$ cat src/hdl/kms_pkg.sv
package kms_pkg;

  // Matrix geometry
  localparam int unsigned ROWS      = 10;
  localparam int unsigned COLS      = 8;
  localparam int unsigned ROW_W     = 4;   // row field of a key code
  localparam int unsigned COL_W     = 3;   // column field of a key code
  localparam int unsigned CODE_W    = ROW_W + COL_W;
  localparam int unsigned SEL_OUT_W = 10;  // row select as shown on the result

  // Port widths
  localparam int unsigned IN_DATA_W  = 16;
  localparam int unsigned IN_USER_W  = 2;
  localparam int unsigned OUT_DATA_W = 24;

  // Request kinds carried on the input tuser
  typedef enum logic [1:0] {
    REQ_KEY       = 2'd0,
    REQ_LOAD_FALL = 2'd1,
    REQ_LOAD_RISE = 2'd2,
    REQ_CLK_RISE  = 2'd3
  } kms_req_e;

  typedef logic [COLS-1:0] row_t;
  typedef logic [ROWS-1:0] sel_t;

  // One accepted input item
  typedef struct packed {
    kms_req_e            req_type;
    logic [CODE_W-1:0]   key_code;
    logic                key_down;
    logic                clock_pin;
  } kms_item_t;

  // One result item
  typedef struct packed {
    logic                 ser_data;
    logic                 any_key;
    row_t                 row_data;
    logic [SEL_OUT_W-1:0] row_select;
  } kms_result_t;

  // Handshake between the input register and the core
  typedef struct packed {
    logic valid;
  } kms_flow_t;

endpackage

$ cat src/hdl/key_matrix_serial_scanner.sv
// Keyboard matrix emulator with a serial row scanner. Each input item is one
// event: a key change (tuser 0), a load falling edge (1), a load rising edge
// (2) or a clock rising edge (3); every item returns exactly one result with
// the serial data bit, the any-key flag, the OR of the selected rows and the
// row-select mask, all taken after the event. An item passes an input
// register and then the matrix update into a result register, so the block
// takes one item per clock while results are taken; a result is valid once
// its item has moved from the input into the result register; a stalled result
// holds one item in each register. Reset clears the key bitmap and sets all rows selected.
module key_matrix_serial_scanner (
  input  logic                          clk_i,
  input  logic                          rst_ni,
  input  logic                          s_axis_tvalid,
  output logic                          s_axis_tready,
  input  logic [kms_pkg::IN_DATA_W-1:0]  s_axis_tdata,  // key_code[6:0], key_down, clock_pin
  input  logic [kms_pkg::IN_USER_W-1:0]  s_axis_tuser,  // req_type[1:0]
  output logic                          m_axis_tvalid,
  input  logic                          m_axis_tready,
  output logic [kms_pkg::OUT_DATA_W-1:0] m_axis_tdata   // ser_data, any_key, row_data[7:0],
                                                        // row_select[9:0]
);

  kms_pkg::kms_item_t   item;
  kms_pkg::kms_flow_t   flow;
  kms_pkg::kms_result_t res;
  logic                 in_valid;
  logic                 advance;

  kms_in_reg u_in_reg (
    .clk_i         (clk_i),
    .rst_ni        (rst_ni),
    .s_axis_tvalid (s_axis_tvalid),
    .s_axis_tready (s_axis_tready),
    .s_axis_tdata  (s_axis_tdata),
    .s_axis_tuser  (s_axis_tuser),
    .advance_i     (advance),
    .valid_o       (in_valid),
    .item_o        (item)
  );

  assign flow.valid = in_valid;

  kms_core u_core (
    .clk_i       (clk_i),
    .rst_ni      (rst_ni),
    .flow_i      (flow),
    .item_i      (item),
    .res_ready_i (m_axis_tready),
    .res_valid_o (m_axis_tvalid),
    .advance_o   (advance),
    .res_o       (res)
  );

  // Pack result fields from the low bit up
  assign m_axis_tdata = {4'b0000, res.row_select, res.row_data, res.any_key, res.ser_data};

endmodule

$ cat src/hdl/kms_in_reg.sv
module kms_in_reg (
  input  logic                         clk_i,
  input  logic                         rst_ni,
  input  logic                         s_axis_tvalid,
  output logic                         s_axis_tready,
  input  logic [kms_pkg::IN_DATA_W-1:0] s_axis_tdata,  // key_code[6:0], key_down, clock_pin
  input  logic [kms_pkg::IN_USER_W-1:0] s_axis_tuser,  // req_type[1:0]
  input  logic                         advance_i,
  output logic                         valid_o,
  output kms_pkg::kms_item_t           item_o
);

  logic               vld_q, vld_d;
  kms_pkg::kms_item_t item_q, item_d;
  logic               take;

  // Free when empty or when the held item moves on this cycle
  assign s_axis_tready = !vld_q || advance_i;
  assign take          = s_axis_tvalid && s_axis_tready;

  always_comb begin
    vld_d  = vld_q;
    item_d = item_q;
    if (take) begin
      vld_d              = 1'b1;
      item_d.req_type    = kms_pkg::kms_req_e'(s_axis_tuser[1:0]);
      item_d.key_code    = s_axis_tdata[kms_pkg::CODE_W-1:0];
      item_d.key_down    = s_axis_tdata[kms_pkg::CODE_W];
      item_d.clock_pin   = s_axis_tdata[kms_pkg::CODE_W+1];
    end else if (advance_i) begin
      vld_d = 1'b0;
    end
  end

  always_ff @(posedge clk_i or negedge rst_ni) begin
    if (!rst_ni) begin
      vld_q <= 1'b0;
    end else begin
      vld_q <= vld_d;
    end
  end

  // Payload needs no reset
  always_ff @(posedge clk_i) begin
    item_q <= item_d;
  end

  assign valid_o = vld_q;
  assign item_o  = item_q;

endmodule

$ cat src/hdl/kms_core.sv
module kms_core (
  input  logic                  clk_i,
  input  logic                  rst_ni,
  input  kms_pkg::kms_flow_t    flow_i,
  input  kms_pkg::kms_item_t    item_i,
  input  logic                  res_ready_i,
  output logic                  res_valid_o,
  output logic                  advance_o,
  output kms_pkg::kms_result_t  res_o
);

  kms_pkg::row_t [kms_pkg::ROWS-1:0] bitmap_q;
  kms_pkg::row_t [kms_pkg::ROWS-1:0] bitmap_d;
  kms_pkg::sel_t        sel_q, sel_d;
  kms_pkg::row_t        buf_q, buf_d;
  kms_pkg::row_t        shift_q, shift_d;
  logic                 data_q, data_d;
  logic                 any_q, any_d;
  logic                 out_vld_q;
  kms_pkg::kms_result_t res_q, res_d;
  kms_pkg::row_t        sel_rows;
  logic                 advance;

  // Move the held item into the result register when it is free
  assign advance   = flow_i.valid && (!out_vld_q || res_ready_i);
  assign advance_o = advance;

  // Next state for one item
  always_comb begin
    logic [kms_pkg::ROW_W-1:0]     row;
    logic [kms_pkg::COL_W-1:0]     col;
    kms_pkg::row_t                 bit_mask;
    logic [kms_pkg::ROWS+kms_pkg::SEL_OUT_W-1:0] sel_ext;

    row      = item_i.key_code[kms_pkg::ROW_W-1:0];
    col      = item_i.key_code[kms_pkg::CODE_W-1:kms_pkg::ROW_W];
    bit_mask = kms_pkg::row_t'(1) << col;

    for (int r = 0; r < kms_pkg::ROWS; r++) begin
      bitmap_d[r] = bitmap_q[r];
    end
    sel_d   = sel_q;
    buf_d   = buf_q;
    shift_d = shift_q;
    data_d  = data_q;

    unique case (item_i.req_type)
      kms_pkg::REQ_KEY: begin
        // Rows past the matrix fall through every compare
        for (int r = 0; r < kms_pkg::ROWS; r++) begin
          if (row == kms_pkg::ROW_W'(r)) begin
            bitmap_d[r] = item_i.key_down ? (bitmap_q[r] | bit_mask)
                                          : (bitmap_q[r] & ~bit_mask);
          end
        end
      end
      kms_pkg::REQ_LOAD_FALL: begin
        shift_d = buf_q;
      end
      kms_pkg::REQ_LOAD_RISE: begin
        sel_d = {sel_q[kms_pkg::ROWS-2:0], ~item_i.clock_pin};
      end
      kms_pkg::REQ_CLK_RISE: begin
        shift_d = {shift_q[kms_pkg::COLS-2:0], 1'b1};
        data_d  = shift_q[kms_pkg::COLS-2];
      end
      default: begin
      end
    endcase

    // OR of the selected rows after the update
    sel_rows = '0;
    for (int r = 0; r < kms_pkg::ROWS; r++) begin
      if (sel_d[r]) sel_rows = sel_rows | bitmap_d[r];
    end

    if (item_i.req_type == kms_pkg::REQ_LOAD_RISE) begin
      buf_d = sel_rows;
    end
    any_d = any_q;
    if (item_i.req_type == kms_pkg::REQ_KEY ||
        item_i.req_type == kms_pkg::REQ_LOAD_RISE) begin
      any_d = |sel_rows;
    end

    sel_ext          = {{kms_pkg::SEL_OUT_W{1'b0}}, sel_d};
    res_d.ser_data   = data_d;
    res_d.any_key    = any_d;
    res_d.row_data   = sel_rows;
    res_d.row_select = sel_ext[kms_pkg::SEL_OUT_W-1:0];
  end

  // Matrix state and result valid
  always_ff @(posedge clk_i or negedge rst_ni) begin
    if (!rst_ni) begin
      for (int r = 0; r < kms_pkg::ROWS; r++) begin
        bitmap_q[r] <= '0;
      end
      sel_q     <= '1;
      buf_q     <= '0;
      shift_q   <= '0;
      data_q    <= 1'b0;
      any_q     <= 1'b0;
      out_vld_q <= 1'b0;
    end else begin
      if (advance) begin
        for (int r = 0; r < kms_pkg::ROWS; r++) begin
          bitmap_q[r] <= bitmap_d[r];
        end
        sel_q   <= sel_d;
        buf_q   <= buf_d;
        shift_q <= shift_d;
        data_q  <= data_d;
        any_q   <= any_d;
      end
      if (advance) begin
        out_vld_q <= 1'b1;
      end else if (res_ready_i) begin
        out_vld_q <= 1'b0;
      end
    end
  end

  // Result payload
  always_ff @(posedge clk_i) begin
    if (advance) res_q <= res_d;
  end

  assign res_valid_o = out_vld_q;
  assign res_o       = res_q;

  // Row select moves only on a load rising edge
  a_sel_hold: assert property (@(posedge clk_i) disable iff (!rst_ni)
    !(advance && item_i.req_type == kms_pkg::REQ_LOAD_RISE) |=> $stable(sel_q))
    else $error("row select changed without a load rise");

  // Bitmap moves only on a key event
  a_map_hold: assert property (@(posedge clk_i) disable iff (!rst_ni)
    !(advance && item_i.req_type == kms_pkg::REQ_KEY) |=> $stable(bitmap_q))
    else $error("key bitmap changed without a key event");

  // After a key event the any-key flag agrees with the row OR
  a_any_key: assert property (@(posedge clk_i) disable iff (!rst_ni)
    (advance && item_i.req_type == kms_pkg::REQ_KEY) |=>
      (res_q.any_key == (|res_q.row_data)))
    else $error("any_key disagrees with row data");

  // Shifter only moves on load fall or clock rise
  a_shift_hold: assert property (@(posedge clk_i) disable iff (!rst_ni)
    !(advance && (item_i.req_type == kms_pkg::REQ_LOAD_FALL ||
                  item_i.req_type == kms_pkg::REQ_CLK_RISE)) |=> $stable(shift_q))
    else $error("shifter changed unexpectedly");

endmodule
$ cat config.mk
export PLATFORM = sky130hd
export DESIGN_NAME = key_matrix_serial_scanner
export DESIGN_NICKNAME = d
export VERILOG_FILES = /design/src/hdl/kms_pkg.sv /design/src/hdl/key_matrix_serial_scanner.sv /design/src/hdl/kms_in_reg.sv /design/src/hdl/kms_core.sv
export SDC_FILE = /design/constraint.sdc
export NUM_CORES = 1
export LEC_CHECK = 0
export CAP_MARGIN = 20
export CORE_MARGIN = 4
export CORE_UTILIZATION = 30
export DETAILED_ROUTE_END_ITERATION = 12
export DONT_BUFFER_PORTS = 1
export HOLD_SLACK_MARGIN = 0.05
export SYNTH_ARGS = -nofsm -noshare
export SYNTH_HDL_FRONTEND = slang
export SYNTH_SLANG_ARGS = --single-unit
$ cat constraint.sdc
create_clock -name clk_i -period 4.09 [get_ports clk_i]
set_clock_uncertainty 0.05 [all_clocks]
set_input_delay 0.6135 -clock clk_i [delete_from_list [all_inputs] [get_ports clk_i]]
set_output_delay 0.6135 -clock clk_i [all_outputs]
set_load 0.02 [all_outputs]
# Word level (Yosys, flattened, before mapping)
# Cells that the tools add are included.
[word_totals] input_bits=22 output_inout_bits=26 elab_cells=123 register_bits=139
[classes] reduce_logical=15 bitwise_logic=31 n_shift=1 eq_ne=12 n_mux=39
[ops] cell="2-to-1 mux 8 bit" n=30
[ops] cell="OR 8 bit" n=19
[ops] cell="bitwise AND 8 bit" n=10
[ops] cell="2-to-1 mux 80 bit" n=1
[ops] cell="== test 4 x 3 -> 1 bit, second input constant" n=4
[ops] cell="case mux 7 bit (2 select lines)" n=1
[ops] cell="2-to-1 mux 10 bit" n=1
[ops] cell="== test 4 x 2 -> 1 bit, second input constant" n=2
[ops] cell="== test 4 bit, second input constant" n=2
[ops] cell="inverter 8 bit" n=1
[ops] cell="OR reduction 8 bit" n=1
[ops] cell="left shift 1 x 3 -> 8 bit, first input constant" n=1
[ops] cell="2-to-1 mux 1 bit" n=6
[ops] cell="nonzero test 2 bit" n=3
[ops] cell="== test 2 bit, second input constant" n=2
[ops] cell="== test 4 x 1 -> 1 bit, second input constant" n=1
[ops] cell="zero test 4 bit" n=1
[ops] cell="AND reduction 2 bit" n=2
[ops] cell="logical OR 1 bit" n=3
[ops] cell="== test 2 x 1 -> 1 bit, second input constant" n=1
[ops] cell="logical AND 1 bit" n=2
[ops] cell="zero test 1 bit" n=2
[ops] cell="zero test 2 bit" n=1
[ops] cell="inverter 1 bit" n=1

# Logic depth before layout (Yosys ltp)
# Gate-level depths: netlist of run 1.
[depth] depth_word=27 ltp_mapped=10 ltp_nobuf=7

# Cells and area by module
# From an unflattened synthesis of run 1, not the netlist that was laid out.
[unflattened] cells_unflattened=737 area_unflattened_um2=7613.6
[modules_own_cells] mod="kms_core" cells_each=717 seq_area_each_um2=3290.7 n_inst=1 area_each_um2=7195.7
[modules_own_cells] mod="kms_in_reg" cells_each=15 seq_area_each_um2=355.3 n_inst=1 area_each_um2=384.1
[modules_own_cells] mod="key_matrix_serial_scanner" cells_each=5 seq_area_each_um2=0.0 n_inst=1 area_each_um2=33.8

# Worst setup path after synthesis of run 1
# OpenSTA, ideal clock, no wires.
[synth_timing] path_kind="register -> register" from="reg u_in_reg.item_q, in the netlist u_in_reg.item_o[10]" to="reg u_core.res_q, in the netlist u_core.res_o[18] (data pin)" setup_time_ps=272 n_path_buf=2 required_ps=3768 period_less_slack_ps=2964 path_stages_with_launch=10 path_slack_ps=1126 arrival_ps=2642 path_cell_list="edfxtp_1 buf_6 or4b_1 buf_2 nor3_1 mux2i_1 o22ai_1 or4b_4 nor4_4 a32oi_1"
[synth_between] elab_chain_cells=23 word_cells_on_any_way=26 cone_classes="1 x eq/ne; 13 x mux; 9 x bitwise; 3 x reduce/logical"
[synth_rtl] element="start: declaration" line="kms_in_reg.sv:14" text="kms_pkg::kms_item_t item_q, item_d;"
[synth_rtl] element="start signal: assignment" line="kms_in_reg.sv:45" text="item_q <= item_d;"
[synth_rtl] element="== test 2 bit or zero test 2 bit (tied branches)" line="kms_core.sv:47" text="unique case (item_i.req_type)"
[synth_rtl] element="2-to-1 mux 10 bit or 2-to-1 mux 80 bit (tied branches)" line="kms_core.sv:47"
[synth_rtl] element="2-to-1 mux 8 bit" line="kms_core.sv:74" text="if (sel_d[r]) sel_rows = sel_rows | bitmap_d[r];"
[synth_rtl] element="OR 8 bit" line="kms_core.sv:74"
[synth_rtl] element="2-to-1 mux 8 bit" line="kms_core.sv:74"
[synth_rtl] element="OR 8 bit" line="kms_core.sv:74"
[synth_rtl] element="2-to-1 mux 8 bit" line="kms_core.sv:74"
[synth_rtl] element="OR 8 bit" line="kms_core.sv:74"
[synth_rtl] element="[9 not listed]"
[synth_rtl] element="OR 8 bit" line="kms_core.sv:74"
[synth_rtl] element="2-to-1 mux 8 bit" line="kms_core.sv:74"
[synth_rtl] element="OR 8 bit" line="kms_core.sv:74"
[synth_rtl] element="2-to-1 mux 8 bit *" line="kms_core.sv:74"
[synth_rtl] element="via u_core.sel_rows[5]" line="kms_core.sv:21" text="kms_pkg::row_t sel_rows;"
[synth_rtl] element="OR reduction 8 bit *" line="kms_core.sv:83" text="any_d = |sel_rows;"
[synth_rtl] element="2-to-1 mux 1 bit *" line="kms_core.sv:81" text="if (item_i.req_type == kms_pkg::REQ_KEY ||"
[synth_rtl] element="via u_core.any_d" line="kms_core.sv:18" text="logic any_q, any_d;"
[synth_rtl] element="end signal: assignment" line="kms_core.sv:126" text="if (advance) res_q <= res_d;"
[synth_rtl] element="end: declaration" line="kms_core.sv:20" text="kms_pkg::kms_result_t res_q, res_d;"
# Mark *: on every way through the listed nets, which the timed path passes. The rest lies on a longest branch.
# A chain may end at the register's enable or synchronous reset.

# Worst setup path in the final report of run 1
[layout_timing] from="reg u_in_reg.item_q, in the netlist u_in_reg.item_o[9]" to="reg u_core.res_q, in the netlist u_core.res_o[18] (data pin)"
# Same word-level chain as after synthesis.

==> results of run 1 <==
logic make-up (layout without fill, tap and decap cells):
family                 count (synthesis)  count (layout)  share of synthesized area [%]
buffers and inverters                 77              82                           4.33
other                                  1               4                         0.0488
DFF                                  139             139                           47.4
muxes                                158             158                           22.2
and+or+nand+nor                      244             244                           16.9
AOI/OAI and AO/OA                    105             105                           9.05
per-layer routing:
layer | vias up | track usage (%) | share of wire (%)
met4 | 0 | 6.21 | 3.4
li1 | 2667 | - | -
met1 | 2928 | 20.1 | 42
met3 | 61 | 5.00 | 8.3
met2 | 313 | 25.4 | 46
met5 | - | 0 | 0
worst max-delay path: cells and delay by family (launching register included):
family,cells,cell delay [ns]
compound gates,3,0.66
flops,1,0.59
buf+inv,2,0.46
mux,1,0.31
simple gates,3,1.25
power breakdown:
part           internal, µW  switching, µW  total (µW)
Combinational           246            463         709
Sequential             1620            148        1760
Clock                  1100            653        1750
Total                  2960           1260        4220
Yosys cell counts, drive strengths merged (2+ instances only):
cell / number / share of area, %
o22ai: 12 / 0.98
a31oi: 3 / 0.24
nor3: 5 / 0.33
o22a: 10 / 1.1
nor2b: 3 / 0.24
clkbuf: 44 / 2.1
edfxtp: 31 / 12
or4b: 5 / 0.75
o21ai: 9 / 0.59
inv: 12 / 0.59
a21o: 3 / 0.29
a2111oi: 5 / 0.57
nand4: 34 / 2.8
nor4b: 2 / 0.50
nor4: 5 / 0.80
nand3b: 5 / 0.49
dfstp: 10 / 3.4
dfrtp: 98 / 32
and3b: 3 / 0.34
and2: 2 / 0.16
or3b: 3 / 0.34
a21oi: 31 / 2.0
nand3: 50 / 3.3
mux2: 98 / 14
nor3b: 3 / 0.29
o31ai: 30 / 3.0
nand2: 29 / 1.4
nor2: 82 / 4.0
nand2b: 6 / 0.49
buf: 21 / 1.6
mux2i: 60 / 7.9
or4: 2 / 0.24
final cells by class:
class / instances / area (µm²)
clock buffer: 17 / 425
clock inverter: 15 / 234
fill: 2455 / 16400
inverter: 12 / 45.0
multi-input combinational: 511 / 3750
sequential: 139 / 3650
tap: 330 / 413
timing repair buffer: 38 / 305
metrics by stage:
stage                     instance area (µm²)  power, µW
final                                    8820       4220
after global routing                     8820       4370
after CTS                                8820       4240
after detailed placement                 8130       2460
after global placement                   8130       2450
after floorplan                          7700       2160
flip-flops by register name (all words and copies together), names as in the netlist:
name                cells
u_core.sel_q           10
u_core.data_q           1
u_core.res_valid_o      1
u_core.bitmap_q        80
u_core.buf_q            7
u_in_reg.item_o        11
u_core.shift_q          7
u_core.any_q            1
u_in_reg.valid_o        1
u_core.res_o           20
timing repair:
item,in CTS,in global routing
gates resized for setup,0,0
hold endpoints to repair,108,0
hold buffers,1,0
path summary, 6_finish.rpt:
kind                                     from                  end  slack (ns)  depth (start not counted)
setup / recovery           u_in_reg.item_o[9]     u_core.res_o[18]        0.49                          9
hold / removal                         rst_ni  u_core.bitmap_q[38]        0.06                          1
setup reg to reg           u_in_reg.item_o[9]     u_core.res_o[18]        0.49                          9
hold reg to reg            u_in_reg.item_o[0]      u_core.sel_q[0]        0.43                          1
max in group asynchronous              rst_ni  u_core.bitmap_q[36]        3.48                          1
min in group clk_i            s_axis_tuser[0]   u_in_reg.item_o[9]        0.23                          0
==> flow_summary.yaml, run 1 <==
timing:
  max_slew_margin_pct: 25.5
  fin_hold_ws_ns: 0.0643
  fmax_ghz: 0.278
  rsz0062_at_grt: "no"
  timing_hold_violations_final: 0
  final.period_utilization_pct: 88.0
  worst_slew_pin_slew_ns: 1.12
  layout_setup_ws_ns: 0.492
  timing.final.setup_violations: 0
  finalSetupTns_ns: 0
  layout_min_cycle_time_ns: 3.60
  maxSlewViolCount: 0
cells_and_area:
  stdcell_count: 1062
  antenna_cells: 0
  final_core_util_pct: 35.0
  syn2layout_area_growth_pct: 14.7
  nets: 741
  final_cell_mix: "dfrtp_1 (98), mux2_2 (96), nor2_1 (81)"
  final_common_cell: "dfrtp_1"
  layout-drive-gt1-share_pct: 26.4
min_path:
  min_path_type: "in2async"
drt:
  drt_iter0_drc: 644
  firstDrtPassIters: 5
  wire_per_inst_um: 21.0
  ant_nets: 0
  vias: 5969
  wirelength_um: 22300
  drc: 0
  via_per_inst: 5.62
floorplan:
  die_w_um: 168
  die_h_um: 168
  coreArea_um2: 25200
  initial_core_util_pct: 30.5
  pin_count: 48
  dieArea_um2: 28300
  rows: 58
critical_path:
  crit_top_cell: "buf_4"
  crit_required_ns: 4.21
  max_stage_delay_ns: 0.62
  worstSetupStartpointType: "register"
  worstPathCellList: "buf_4, nand2b_1, mux2i_1, buf_4, a21oi_1, a2111oi_0, or4b_1, nor2_1, a32oi_1"
  slowest_stage: "or4b_1"
  arrival_ns: 3.72
  end_kind: "register"
  critPathKind: "reg2reg"
  crit_fanout: 8
cts:
  cts_buffers: 17
  h-tree-depth: 4
  clk_pin_slew_ns: 0.07
  clk_latency_ns: 0.43
  root_buffer: "clkbuf_16"
  cts_buffer_depth: 2
  cts_num_sinks: 139
  cts_tree: "built"
  cts_setup_buffers: 0
synth:
  synth_area_um2: 7690
  syn_avg_cell_area_um2: 10.6
  seq_area_frac_synth_pct: 47.4
  async_flop_share_pct: 77.7
  yosysWarningCount: 0
  ys_ff_latch: 139
  synth_top_flop_cell: "dfrtp_1"
  synth_edf_count: 31
  ys_types: 51
  synth_cells: 724
placement:
  globalplace.congestion: 0.897
  post-place-ws_ns: 0.463
  numPortBuffers: 0
  dp_hpwl_um: 14500
  placed_cells: 1029
global_route:
  grt_pass1_wl_um: 34800
  grt_max_degree: 109
  gr-total-overflow: 0
  antenna_found_initial: 0
  grt_pass1_vias: 5761
  grt.total_usage_pct: 15.9
run:
  maxCapViolCount: 0
power_and_ir_drop:
  power_leakage_uw: 0.00375
  vdd_drop_max_mv: 0.299
  power.density_nw_per_um2: 479
run_status:
  status: "completed"
(Power assumes the default switching activity.)
==> run 2: changes to the inputs <==
SYNTH_HIERARCHICAL = 1   (was unset)
==> flow_summary.yaml, run 2 <==
timing:
  layout_setup_ws_ns: 0.422
  final.period_utilization_pct: 89.7
  maxSlewViolCount: 0
  worst_slew_pin_slew_ns: 1.04
  fmax_ghz: 0.273
  layout_min_cycle_time_ns: 3.67
  max_slew_margin_pct: 30.8
  finalSetupTns_ns: 0
  timing.final.setup_violations: 0
  timing_hold_violations_final: 0
  rsz0062_at_grt: "no"
power_and_ir_drop:
  power_leakage_uw: 0.00343
  power.density_nw_per_um2: 470
  p_total_uw: 4050
  vdd_drop_max_mv: 0.377
global_route:
  grt_pass1_vias: 5773
  grt_max_degree: 109
  gr-total-overflow: 0
  antenna_found_initial: 0
  grt.total_usage_pct: 15.6
  grt_pass1_wl_um: 34300
floorplan:
  initial_core_util_pct: 30.3
  die_w_um: 167
  die_h_um: 167
  rows: 58
  coreArea_um2: 25100
  dieArea_um2: 28000
  pin_count: 48
placement:
  globalplace.congestion: 0.875
  post-place-ws_ns: 0.535
  placed_cells: 1019
  dp_hpwl_um: 14100
  numPortBuffers: 0
synth:
  yosys-top-cells-area: "dfrtp_1 (32%), o31ai_1 (14%), edfxtp_1 (12%)"
  async_flop_share_pct: 77.7
  ys_types: 53
  syn_avg_cell_area_um2: 10.3
  yosys.area.top_type: "dfrtp_1"
  yosysMostFrequentCell: "o31ai_1"
  synth_area_um2: 7610
  synthTopCellsByCount: "o31ai_1 (143), dfrtp_1 (98), o21ai_0 (88)"
  synth_top_area_share_pct: 32.2
  synth_edf_count: 31
  yosysWarningCount: 6
  synth_cells: 737
  seq_area_frac_synth_pct: 47.9
  ys_ff_latch: 139
  synth_top_flop_cell: "dfrtp_1"
run_status:
  status: "completed"
drt:
  vias: 6118
  ant_nets: 0
  via_per_inst: 5.82
  wirelength_um: 21700
  firstDrtPassIters: 5
  drt_iter0_drc: 653
  wire_per_inst_um: 20.6
  drc: 0
critical_path:
  reg2reg_slack_ns: 0.42
  end_kind: "register"
  crit_required_ns: 4.18
  worstSetupStartpointType: "register"
  reg2regPathDepth: 7
  worst_r2r_endpoint: "u_core/res_o[18]"
  critPathKind: "reg2reg"
  timing.rr.start: "u_in_reg/item_o[2]"
  arrival_ns: 3.76
  crit_fanout: 8
cts:
  cts_buffers: 17
  h-tree-depth: 4
  cts_tree: "built"
  cts_num_sinks: 139
  root_buffer: "clkbuf_16"
  cts_buffer_depth: 2
  clk_latency_ns: 0.42
  cts_setup_buffers: 0
  clk_pin_slew_ns: 0.06
cells_and_area:
  final_core_util_pct: 34.3
  final_common_cell: "o31ai_1"
  stdcell_count: 1052
  syn2layout_area_growth_pct: 13.1
  layout-drive-gt1-share_pct: 16.5
  largest_register_ffs: 80
  nets: 731
  regMostFlops: "u_core/bitmap_q"
  final_cell_mix: "o31ai_1 (143), dfrtp_1 (98), o21ai_0 (88)"
  antenna_cells: 0
min_path:
  min_path_type: "in2async"
run:
  maxCapViolCount: 0
## run 2: worst max path at each step
stage / from / end / slack (ns) / cells past startpoint
2_1_floorplan: u_in_reg/item_o[10] / u_core/res_o[18] / 1.24 / 8
3_3_place_gp: u_in_reg/item_o[2] / u_core/res_o[18] / 0.57 / 7
3_5_place_dp: u_in_reg/item_o[2] / u_core/res_o[18] / 0.53 / 7
4_1_cts: u_in_reg/item_o[2] / u_core/res_o[18] / 0.48 / 7
5_1_grt: u_in_reg/item_o[2] / u_core/res_o[18] / 0.29 / 7
6_report: u_in_reg/item_o[2] / u_core/res_o[18] / 0.42 / 7
## run 2: area by class of cell
class                      count  area, µm²
timing repair buffer          41        340
fill                        2540      16500
clock buffer                  18        429
multi-input combinational    497       3540
sequential                   139       3650
tap                          330        413
clock inverter                14        194
inverter                      13       48.8
## run 2: cell families after synthesis
kind of cell           after synthesis  share of synthesized area, %
AOI/OAI and AO/OA                  287                          25.8
DFF                                139                          47.9
and+or+nand+nor                    136                          10.8
buffers and inverters              104                          5.88
muxes                               70                          9.52
other                                1                        0.0493
## run 2: power breakdown
group / total (µW) / internal (µW) / switching, µW
combinational: 664 / 204 / 460
sequential: 1750 / 1610 / 147
clock: 1630 / 1020 / 609
total: 4050 / 2830 / 1220
## run 2: worst max-delay path, stage by stage (launching register included)
cell      delay, ns
edfxtp_1       0.54
or4b_1         0.77
o31ai_1        0.32
o31ai_1        0.10
a222oi_1       0.60
nand4_1        0.44
nor4_2         0.40
a32oi_1        0.16
## run 2: stage by stage
| stage | hold slack (ns) | area (µm²) |
|---|---|---|
| after CTS | 0.113 | 8610 |
| after floorplan | 0.268 | 7620 |
| after detailed placement | 0.272 | 7960 |
| after global routing | 0.128 | 8610 |
| final | 0.0686 | 8610 |
| after global placement | 0.274 | 7960 |
## run 2: metal layers
| metal | global-route usage (%) | wire [µm] |
|---|---|---|
| met1 | 21.7 | 9740 |
| met2 | 23.4 | 9800 |
| met3 | 3.92 | 1620 |
| met4 | 6.00 | 574 |
| met5 | 0 | 0 |
## run 2: what timing repair did
| action | in CTS | in global routing |
|---|---|---|
| endpoints found under the setup margin | 0 | 0 |
| hold buffers | 1 | 0 |
| gates resized for setup | 0 | 0 |
| hold endpoints to repair | 108 | 0 |
==> run 3: changes to the inputs <==
CTS_BUF_LIST = sky130_fd_sc_hd__clkbuf_8   (was unset)
==> flow_summary.yaml, run 3 (synthesis results as in run 2) <==
run_status:
  status: "completed"
critical_path:
  max_stage_delay_ns: 0.76
  crit_fanout: 8
  end_kind: "register"
  arrival_ns: 3.75
  crit_required_ns: 4.23
  slowest_stage: "or4b_1"
  path_buf_inv: 0
  worstSetupStartpointType: "register"
  critPathKind: "reg2reg"
  worstPathCellList: "or4b_1, o31ai_1, o31ai_1, a222oi_1, nand4_1, nor4_2, a32oi_1"
  path_delay_family: "simple AND/OR/NAND/NOR gates"
  crit_top_cell: "o31ai_1"
  reg2reg_slack_ns: 0.48
floorplan:
  die_w_um: 167
  coreArea_um2: 25100
  die_h_um: 167
  dieArea_um2: 28000
  pin_count: 48
  rows: 58
  initial_core_util_pct: 30.3
drt:
  firstDrtPassIters: 5
  drc: 0
  ant_nets: 0
  vias: 6055
  via_per_inst: 5.75
  wirelength_um: 21600
  drt_iter0_drc: 643
  wire_per_inst_um: 20.6
cts:
  clk_latency_ns: 0.47
  cts_setup_buffers: 0
  clk_pin_slew_ns: 0.08
  cts_num_sinks: 139
  cts_buffers: 17
  root_buffer: "clkbuf_8"
  cts_buffer_depth: 2
  cts_resized: 0
  h-tree-depth: 4
  cts_tree: "built"
power_and_ir_drop:
  power.density_nw_per_um2: 432
  vdd_drop_max_mv: 0.332
  power_leakage_uw: 0.00335
timing:
  timing.final.setup_violations: 0
  rsz0062_at_grt: "no"
  layout_min_cycle_time_ns: 3.61
  finalSetupTns_ns: 0
  timing_hold_violations_final: 0
  maxSlewViolCount: 0
  worst_slew_pin_slew_ns: 1.01
  layout_setup_ws_ns: 0.479
  final.period_utilization_pct: 88.3
  max_slew_margin_pct: 32.3
  fmax_ghz: 0.277
cells_and_area:
  syn2layout_area_growth_pct: 10.7
  layout-drive-gt1-share_pct: 16.5
  nets: 732
  antenna_cells: 0
  regMostFlops: "u_core/bitmap_q"
  largest_register_ffs: 80
  fillCellCount: 2566
  final_cell_mix: "o31ai_1 (143), dfrtp_1 (98), o21ai_0 (88)"
  final_common_cell: "o31ai_1"
global_route:
  antenna_found_initial: 0
  grt_pass1_vias: 5768
  gr-total-overflow: 0
  grt.total_usage_pct: 15.6
  grt_pass1_wl_um: 34200
  grt_max_degree: 109
placement:
  numPortBuffers: 0
  dp_hpwl_um: 14100
  post-place-ws_ns: 0.535
  globalplace.congestion: 0.875
run:
  maxCapViolCount: 0
min_path:
  min_path_type: "in2reg"
-- run 3: cell count changes in the layout (fill, tap and decap cells not counted) --
cell           change
inv_1              +1
dlygate4sd3_1      +1
clkbuf_16         -17
clkbuf_1           -1
clkbuf_8          +17
-- run 3: worst paths after layout --
check,from,to,cells past startpoint
max,u_in_reg/item_o[2],u_core/res_o[18],7
min,s_axis_tdata[4],u_in_reg/item_o[6],0
max reg2reg,u_in_reg/item_o[2],u_core/res_o[18],7
min reg2reg,u_in_reg/item_o[0],u_core/sel_q[0],1
max in group asynchronous,rst_ni,u_core/bitmap_q[50],2
min in group asynchronous,rst_ni,u_core/bitmap_q[56],2
-- run 3: worst reg2reg max path, cell delays in order, from the launching register on --
cell	delay (ns)
edfxtp_1	0.55
or4b_1	0.77
o31ai_1	0.33
o31ai_1	0.11
a222oi_1	0.61
nand4_1	0.37
nor4_2	0.41
a32oi_1	0.15
-- run 3: layer usage --
metal | vias up | wire length (µm) | track usage (%)
met5 | - | 0 | 0
met1 | 2985 | 9850 | 21.6
met3 | 40 | 1620 | 4.27
met2 | 225 | 9510 | 23.0
li1 | 2805 | - | -
met4 | 0 | 663 | 6.49
-- run 3: where the power goes --
| part | switching (µW) | total (µW) | leakage [µW] | internal [µW] |
|---|---|---|---|---|
| registers | 146 | 1750 | 0.00176 | 1600 |
| logic | 458 | 663 | 0.00137 | 205 |
| clock network | 565 | 1230 | 0.000220 | 665 |
| total | 1170 | 3640 | 0.00335 | 2470 |
-- run 3: final cells by class --
type                            instances  area [µm²]  area share [%]
Clock buffer                           17         234            2.78
Clock inverter                         15         198            2.35
Inverter                               13        48.8           0.579
Multi-Input combinational cell        497        3540            42.0
Sequential cell                       139        3650            43.3
Tap cell                              330         413            4.90
Timing Repair Buffer                   42         350            4.16
-- run 3: repair_timing --
item,CTS,global route
endpoints found under the setup margin,0,0
hold endpoints to repair,108,0
hold buffers,2,0
-- run 3: metrics by stage --
step | cells | total power (µW) | utilization [%] | hold slack (ns) | area [µm²]
floorplan | 740 | 2120 | - | 0.268 | 7620
CTS | 1053 | 3660 | 33.6 | 0.160 | 8430
finish | 1053 | 3640 | 33.6 | 0.192 | 8430
global route | 1053 | 3800 | 33.6 | 0.142 | 8430
global placement | 1019 | 2390 | 31.7 | 0.274 | 7960
detailed placement | 1019 | 2400 | 31.7 | 0.272 | 7960
